$ cat src/rtl/olst_pkg.sv
package olst_pkg;

	// list geometry
	localparam int CAPACITY   = 64;
	localparam int VALUE_BITS = 32;
	localparam int PTR_W      = (CAPACITY > 1) ? $clog2(CAPACITY) : 1;
	localparam int CNT_W      = $clog2(CAPACITY + 1);

	typedef logic signed [VALUE_BITS-1:0] value_t;
	typedef logic [PTR_W-1:0]             ptr_t;
	typedef logic [CNT_W-1:0]             cnt_t;

	// operation codes
	localparam logic [2:0] OP_INS_FRONT  = 3'd0;
	localparam logic [2:0] OP_INS_BACK   = 3'd1;
	localparam logic [2:0] OP_INS_SORTED = 3'd2;
	localparam logic [2:0] OP_DEL_FRONT  = 3'd3;
	localparam logic [2:0] OP_DEL_BACK   = 3'd4;
	localparam logic [2:0] OP_SEARCH     = 3'd5;

	// status codes
	localparam logic [1:0] ST_OK       = 2'd0;
	localparam logic [1:0] ST_EMPTY    = 2'd1;
	localparam logic [1:0] ST_FULL     = 2'd2;
	localparam logic [1:0] ST_NOTFOUND = 2'd3;

	// ring index plus offset, modulo capacity
	function automatic ptr_t ptr_add(input ptr_t base, input ptr_t ofs);
		logic [PTR_W:0] sum;
		sum = {1'b0, base} + {1'b0, ofs};
		if (sum >= (PTR_W+1)'(CAPACITY))
			sum = sum - (PTR_W+1)'(CAPACITY);
		return sum[PTR_W-1:0];
	endfunction

	// ring index minus one, modulo capacity
	function automatic ptr_t ptr_dec(input ptr_t base);
		if (base == '0)
			return PTR_W'(CAPACITY - 1);
		return base - PTR_W'(1);
	endfunction

endpackage

$ cat src/rtl/olst_ram.sv
module olst_ram #(
	parameter int WIDTH = 32,
	parameter int DEPTH = 64
) (
	input  logic                                   clk,
	input  logic                                   wr_en,
	input  logic [((DEPTH > 1) ? $clog2(DEPTH) : 1)-1:0] wr_addr,
	input  logic [WIDTH-1:0]                       wr_data,
	input  logic                                   rd_en,
	input  logic [((DEPTH > 1) ? $clog2(DEPTH) : 1)-1:0] rd_addr,
	output logic [WIDTH-1:0]                       rd_data
);

	logic [WIDTH-1:0] mem [DEPTH];

	// one write port, one registered read port
	always_ff @(posedge clk) begin
		if (wr_en)
			mem[wr_addr] <= wr_data;
		if (rd_en)
			rd_data <= mem[rd_addr];
	end

endmodule

$ cat src/rtl/ordered_list_engine_core.sv
// end inserts, deletes, full inserts and unknown codes go from accept through exec to done, then load the result
// search: a scan in list order up to the first match or the end of the list, then done
// sorted insert: a scan to the slot, then a shift of the tail one place back, then the place
// one item at a time: the next accept comes in the cycle after the result is loaded; a stalled
// result holds the sequencer; the walks use the single read and write port of the list ram
// reset: arst_n clears the count, ring head and handshake state at once; list ram is not cleared
module ordered_list_engine_core (
	input  logic        clk,
	input  logic        arst_n,
	input  logic        s_tvalid,
	output logic        s_tready,
	input  logic [39:0] s_tdata,   // operation[2:0], item_value[34:3], zero fill
	output logic        m_tvalid,
	input  logic        m_tready,
	output logic [15:0] m_tdata    // status[1:0], found_position[8:2], entry_count[15:9]
);

	localparam logic [2:0] S_IDLE  = 3'd0;
	localparam logic [2:0] S_EXEC  = 3'd1;
	localparam logic [2:0] S_SCAN  = 3'd2;
	localparam logic [2:0] S_SHIFT = 3'd3;
	localparam logic [2:0] S_PLACE = 3'd4;
	localparam logic [2:0] S_DONE  = 3'd5;

	logic [2:0]           state_q;
	logic [2:0]           op_q;
	olst_pkg::value_t     val_q;
	olst_pkg::ptr_t       head_q;
	olst_pkg::cnt_t       count_q;
	olst_pkg::cnt_t       iss_q;
	logic                 pend_q;
	olst_pkg::ptr_t       cmp_off_q;
	olst_pkg::cnt_t       pos_q;
	olst_pkg::ptr_t       j_q;
	olst_pkg::cnt_t       n_q;
	olst_pkg::ptr_t       wofs_q;
	logic [1:0]           res_status_q;
	logic [6:0]           res_pos_q;
	logic                 out_valid_q;
	logic [1:0]           out_status_q;
	logic [6:0]           out_pos_q;
	logic [6:0]           out_count_q;

	logic                 full;
	logic                 empty;
	logic                 cmp_hit;
	logic                 scan_issue;
	logic                 shift_issue;
	logic                 scan_end;
	olst_pkg::cnt_t       slot;
	logic                 ram_wr_en;
	olst_pkg::ptr_t       ram_wr_addr;
	olst_pkg::value_t     ram_wr_data;
	logic                 ram_rd_en;
	olst_pkg::ptr_t       ram_rd_addr;
	olst_pkg::value_t     rd_data;

	olst_ram #(
		.WIDTH (olst_pkg::VALUE_BITS),
		.DEPTH (olst_pkg::CAPACITY)
	) u_ram (
		.clk     (clk),
		.wr_en   (ram_wr_en),
		.wr_addr (ram_wr_addr),
		.wr_data (ram_wr_data),
		.rd_en   (ram_rd_en),
		.rd_addr (ram_rd_addr),
		.rd_data (rd_data)
	);

	// shared compare and ram port control
	always_comb begin
		full  = (count_q == olst_pkg::cnt_t'(olst_pkg::CAPACITY));
		empty = (count_q == '0);
		if (op_q == olst_pkg::OP_SEARCH)
			cmp_hit = pend_q && (rd_data == val_q);
		else
			cmp_hit = pend_q && (rd_data >= val_q);
		scan_issue  = (state_q == S_SCAN) && !cmp_hit && (iss_q < count_q);
		shift_issue = (state_q == S_SHIFT) && (n_q != '0);
		scan_end    = cmp_hit || (!pend_q && (iss_q == count_q));
		slot        = cmp_hit ? olst_pkg::cnt_t'(cmp_off_q) : count_q;

		ram_rd_en   = scan_issue || shift_issue;
		if (state_q == S_SCAN)
			ram_rd_addr = olst_pkg::ptr_add(head_q, iss_q[olst_pkg::PTR_W-1:0]);
		else
			ram_rd_addr = olst_pkg::ptr_add(head_q, j_q);

		ram_wr_en   = 1'b0;
		ram_wr_addr = head_q;
		ram_wr_data = val_q;
		if (state_q == S_EXEC && !full && op_q == olst_pkg::OP_INS_FRONT) begin
			ram_wr_en   = 1'b1;
			ram_wr_addr = olst_pkg::ptr_dec(head_q);
		end else if (state_q == S_EXEC && !full && op_q == olst_pkg::OP_INS_BACK) begin
			ram_wr_en   = 1'b1;
			ram_wr_addr = olst_pkg::ptr_add(head_q, count_q[olst_pkg::PTR_W-1:0]);
		end else if (state_q == S_SHIFT && pend_q) begin
			ram_wr_en   = 1'b1;
			ram_wr_addr = olst_pkg::ptr_add(head_q, wofs_q);
			ram_wr_data = rd_data;
		end else if (state_q == S_PLACE) begin
			ram_wr_en   = 1'b1;
			ram_wr_addr = olst_pkg::ptr_add(head_q, pos_q[olst_pkg::PTR_W-1:0]);
		end
	end

	// sequencer
	always_ff @(posedge clk or negedge arst_n) begin
		if (!arst_n) begin
			state_q     <= S_IDLE;
			head_q      <= '0;
			count_q     <= '0;
			pend_q      <= 1'b0;
			out_valid_q <= 1'b0;
		end else begin
			// result register: load on done, clear once taken
			if (state_q == S_DONE && (!out_valid_q || m_tready))
				out_valid_q <= 1'b1;
			else if (m_tready)
				out_valid_q <= 1'b0;
			unique case (state_q)
				S_IDLE: begin
					if (s_tvalid) begin
						op_q    <= s_tdata[2:0];
						val_q   <= olst_pkg::value_t'($signed(s_tdata[34:3]));
						state_q <= S_EXEC;
					end
				end
				S_EXEC: begin
					res_pos_q <= '0;
					iss_q     <= '0;
					pend_q    <= 1'b0;
					if ((op_q == olst_pkg::OP_INS_SORTED && !full) ||
							op_q == olst_pkg::OP_SEARCH)
						state_q <= S_SCAN;
					else
						state_q <= S_DONE;
					unique case (op_q)
						olst_pkg::OP_INS_FRONT: begin
							if (full) begin
								res_status_q <= olst_pkg::ST_FULL;
							end else begin
								res_status_q <= olst_pkg::ST_OK;
								head_q       <= olst_pkg::ptr_dec(head_q);
								count_q      <= count_q + 1'b1;
							end
						end
						olst_pkg::OP_INS_BACK: begin
							if (full) begin
								res_status_q <= olst_pkg::ST_FULL;
							end else begin
								res_status_q <= olst_pkg::ST_OK;
								count_q      <= count_q + 1'b1;
							end
						end
						olst_pkg::OP_INS_SORTED: begin
							if (full)
								res_status_q <= olst_pkg::ST_FULL;
							else
								res_status_q <= olst_pkg::ST_OK;
						end
						olst_pkg::OP_DEL_FRONT: begin
							if (empty) begin
								res_status_q <= olst_pkg::ST_EMPTY;
							end else begin
								res_status_q <= olst_pkg::ST_OK;
								head_q  <= olst_pkg::ptr_add(head_q, olst_pkg::ptr_t'(1));
								count_q <= count_q - 1'b1;
							end
						end
						olst_pkg::OP_DEL_BACK: begin
							if (empty) begin
								res_status_q <= olst_pkg::ST_EMPTY;
							end else begin
								res_status_q <= olst_pkg::ST_OK;
								count_q      <= count_q - 1'b1;
							end
						end
						default: begin
							res_status_q <= olst_pkg::ST_OK;
						end
					endcase
				end
				S_SCAN: begin
					// issue the next read while comparing the previous one
					if (scan_issue) begin
						iss_q     <= iss_q + 1'b1;
						pend_q    <= 1'b1;
						cmp_off_q <= iss_q[olst_pkg::PTR_W-1:0];
					end else begin
						pend_q <= 1'b0;
					end
					if (scan_end) begin
						if (op_q == olst_pkg::OP_SEARCH) begin
							state_q <= S_DONE;
							if (cmp_hit) begin
								res_status_q <= olst_pkg::ST_OK;
								res_pos_q    <= 7'(cmp_off_q) + 7'd1;
							end else begin
								res_status_q <= olst_pkg::ST_NOTFOUND;
							end
						end else begin
							pos_q   <= slot;
							j_q     <= olst_pkg::ptr_t'(count_q - 1'b1);
							n_q     <= count_q - slot;
							state_q <= S_SHIFT;
						end
					end
				end
				S_SHIFT: begin
					// move the tail one place back, last entry first
					if (shift_issue) begin
						j_q    <= j_q - 1'b1;
						n_q    <= n_q - 1'b1;
						wofs_q <= j_q + 1'b1;
						pend_q <= 1'b1;
					end else begin
						pend_q <= 1'b0;
					end
					if (n_q == '0 && !pend_q)
						state_q <= S_PLACE;
				end
				S_PLACE: begin
					count_q <= count_q + 1'b1;
					state_q <= S_DONE;
				end
				S_DONE: begin
					if (!out_valid_q || m_tready) begin
						out_status_q <= res_status_q;
						out_pos_q    <= res_pos_q;
						out_count_q  <= 7'(count_q);
						state_q      <= S_IDLE;
					end
				end
				default: begin
					state_q <= S_IDLE;
				end
			endcase
		end
	end

	assign s_tready = (state_q == S_IDLE);
	assign m_tvalid = out_valid_q;
	assign m_tdata  = {out_count_q, out_pos_q, out_status_q};

endmodule

$ cat config.mk
export PLATFORM = sky130hd
export DESIGN_NAME = ordered_list_engine_core
export DESIGN_NICKNAME = d
export VERILOG_FILES = /design/src/rtl/olst_pkg.sv /design/src/rtl/olst_ram.sv /design/src/rtl/ordered_list_engine_core.sv
export SDC_FILE = /design/constraint.sdc
export NUM_CORES = 2
export LEC_CHECK = 0
export BUFFER_PORTS_ARGS = -buffer_cell sky130_fd_sc_hd__buf_4
export CORE_MARGIN = 3
export CORE_UTILIZATION = 25
export DETAILED_ROUTE_END_ITERATION = 16
export GPL_TIMING_DRIVEN = 0
export HOLD_SLACK_MARGIN = 0.05
export PLACE_DENSITY = 0.35
export SYNTH_ARGS = -nofsm -noshare
export SYNTH_HDL_FRONTEND = slang
export SYNTH_SLANG_ARGS = --single-unit
$ cat constraint.sdc
create_clock -name clk -period 9.13 [get_ports clk]
set_clock_uncertainty 0.1 [all_clocks]
set_input_delay 1.3695 -clock clk [delete_from_list [all_inputs] [get_ports clk]]
set_output_delay 1.3695 -clock clk [all_outputs]
set_load 0.005 [all_outputs]
==> flow_metrics.env <==
export IMPL_hold_buffers=0
export IMPL_end_kind="register"
export IMPL_criticalPathCategory="register to register"
export IMPL_ys_ff_latch=2196
export IMPL_ys_top_cells_by_area="edfxtp_1, mux4_2, ha_1, a21oi_1, dfrtp_1"
export IMPL_clock_latency_ps=910
export IMPL_setup_viol=0
export IMPL_synth_ff_type="edfxtp_1"
export IMPL_place_congestion=0.776
export IMPL_grt_ovfl_total=0
export IMPL_cts_buffers_inserted=247
export IMPL_r2r_end="u_ram.rd_data[26]"
export IMPL_synth_simple_area_share_pct=2.12
export IMPL_cts_root_buf="clkbuf_16"
export IMPL_grt_pass1_vias=43400
export IMPL_synth_fa_ha_area_share_pct=1.20
export IMPL_die_h_um=595
export IMPL_num_rows=215
export IMPL_post_cts_setup_buffers=0
export IMPL_synth_edf_count=2178
export IMPL_drive_gt1_share_pct=30.8
export IMPL_synth_compound_area_share_pct=1.84
export IMPL_tightestPinTransition_ps=1370
export IMPL_grt_pass1_wl_mm=381
export IMPL_clock_fmax_ghz=0.124
export IMPL_path_max_fanout=10
export IMPL_wl_per_cell_um=30.4
export IMPL_start_util_pct=25.2
export IMPL_cts_path_max_buffers=4
export IMPL_antenna_found_initial=20
export IMPL_grt_max_degree=34
export IMPL_period_share_pct=88.5
export IMPL_syn_to_final_growth_pct=21.1
export IMPL_r2r_setup_slack_ps=1050
export IMPL_dp_hpwl_mm=194
export IMPL_synth_xor_xnor_area_share_pct=0.596
export IMPL_seq_area_frac_synth_pct=75.9
export IMPL_synth_top_family_by_area="multiplexers"
export IMPL_io_pins=62
export IMPL_dr_first_iter_drc_count=3926
export IMPL_critPathRequiredTime_ps=9640
export IMPL_worst_r2r_cell_count=17
export IMPL_dp_cells=8705
export IMPL_arrival_ps=8600
export IMPL_final_cell_mix="edfxtp_1, mux4_2, clkbuf_16"
export IMPL_yosysUniqueCellTypes=67
export IMPL_vias=41700
export IMPL_clkSinkCount=2196
export IMPL_cts_tree="yes"
export IMPL_slew_viol_final=0
export IMPL_ant_nets=0
export IMPL_track_usage_pct=15.5
export IMPL_rsz0062_at_grt="false"
export IMPL_hold_class="primary input to async pin"
export IMPL_io_buffers=56
export IMPL_first_pass_iters=5
export IMPL_fin_cells=9151
export IMPL_regToRegStartpoint="state_q[2]"
export IMPL_wl_mm=278
export IMPL_clk_pin_slew_ps=60
export IMPL_synth_top_area_share_pct=75.4
export IMPL_die_w_um=595
export IMPL_slew_headroom_pct=7.79
export IMPL_report_final_hold_viol_count=0
export IMPL_synth_largest_area_cell="edfxtp_1"
export IMPL_die_area_sq_mm=0.354
export IMPL_syn_area_sq_mm=0.0867
export IMPL_ctsHtreeMaxLevel=4
export IMPL_fin_nets=4522
export IMPL_async_flop_share_pct=0.820
export IMPL_cts_resized=0
export IMPL_drc_errors=0
export IMPL_status="finished, final reports clean"
export IMPL_viasPerCell=4.56
export IMPL_synthMuxAreaShare_pct=17.1
export IMPL_drv_cap=0
export IMPL_postSynthCellCount=3904
export IMPL_min_period_ps=8080
export IMPL_fp_coreArea_sq_mm=0.344
export IMPL_yosysWarnings=0
export IMPL_synth_nets=4028
export IMPL_avgSynthCellArea_sq_um=22.2
export IMPL_start_kind="register"
export IMPL_mostFrequentLayoutCell="edfxtp_1"
-- registers in the layout, summed over array words and instances (netlist names), 2 cells and up --
register	cells
u_ram.rd_data	32
j_q	6
out_count_q	7
op_q	3
iss_q	7
head_q	6
pos_q	6
res_pos_q	7
u_ram.mem	2048
cmp_off_q	6
wofs_q	6
out_pos_q	7
val_q	32
out_status_q	2
res_status_q	2
state_q	3
n_q	7
count_q	7
-- logic make-up after synthesis --
family / Yosys count
fa+ha+maj: 80
compound gates: 260
simple gates: 373
buf+inv: 258
flops: 2196
xor+xnor: 59
mux: 678
-- area by class of cell --
cell class                 instances  area, sq um
fill                           33000       239000
sequential                      2196        65900
clock buffer                     303         6430
buffer                           194          842
clock inverter                   127         1300
timing repair buffer             245         3960
multi-input combinational       1450        20600
antenna                           15         37.5
inverter                          64          240
tap                             4557         5700
-- through the flow --
stage	setup WS, ps	utilization, %	hold WS (ps)	instance area, sq um	setup TNS [ps]
finish	1050	30.5	269	105000	0
global route	536	30.5	220	105000	0
CTS	696	30.5	196	105000	0
detailed placement	733	28.2	306	97200	0
global placement	-1780	27.0	304	92800	-2079640
floorplan	3600	-	300	86700	0
-- critical path, cell delays in order, from the launching register on --
cell      delay (ps)
dfrtp_1          380
buf_4            170
nor2b_1          240
nor2b_1          500
clkbuf_1         580
nand2_1          150
o21ai_0          150
ha_1             230
inv_1             60
fa_1             500
clkbuf_1         610
buf_2            480
clkbuf_2         640
clkbuf_1        1020
mux4_2           430
mux4_2           600
mux2i_1          690
a21oi_1          200
-- synth_stat cells, types with 4 or more instances --
| master | instances |
|---|---|
| xor2_1 | 11 |
| nor2b_1 | 42 |
| nand2_1 | 100 |
| nor3b_2 | 5 |
| o21ai_0 | 67 |
| nand4_1 | 9 |
| mux2i_1 | 36 |
| or3_1 | 5 |
| o31ai_1 | 6 |
| buf_4 | 6 |
| nand3b_1 | 5 |
| nand3_1 | 23 |
| clkbuf_1 | 107 |
| fa_1 | 5 |
| a211o_1 | 4 |
| nand2b_1 | 8 |
| ha_1 | 75 |
| a21oi_1 | 97 |
| o211ai_1 | 4 |
| a211oi_1 | 37 |
| and3_1 | 10 |
| and2_1 | 5 |
| buf_1 | 20 |
| dfrtp_1 | 18 |
| nor3b_1 | 6 |
| xnor2_1 | 48 |
| nor2_1 | 112 |
| nor4_1 | 5 |
| buf_2 | 61 |
| inv_1 | 63 |
| a21o_1 | 13 |
| edfxtp_1 | 2178 |
| nor3_1 | 22 |
| mux4_2 | 640 |
| o21bai_1 | 6 |
-- layer usage --
layer,track usage (%),vias to the layer above,wire (um)
li1,-,17500,-
met1,21.8,22900,126000
met2,25.6,995,134000
met3,1.93,319,12400
met4,3.52,0,6300
met5,0,-,0
-- worst max-delay path by stage --
| stage | from | slack (ps) | end |
|---|---|---|---|
| 6_report | state_q[2] | 1050 | u_ram.rd_data[26] |
| 5_1_grt | state_q[2] | 540 | u_ram.rd_data[0] |
| 4_1_cts | state_q[2] | 700 | u_ram.rd_data[0] |
| 3_5_place_dp | state_q[2] | 730 | u_ram.rd_data[0] |
| 3_3_place_gp | count_q[1] | -1780 | u_ram.mem[62][15] |
| 2_1_floorplan | head_q[0] | 3600 | u_ram.mem[26][0] |
Power is not shown: default switching activity piles up to over one toggle a cycle in this logic, so the estimate is an artifact.
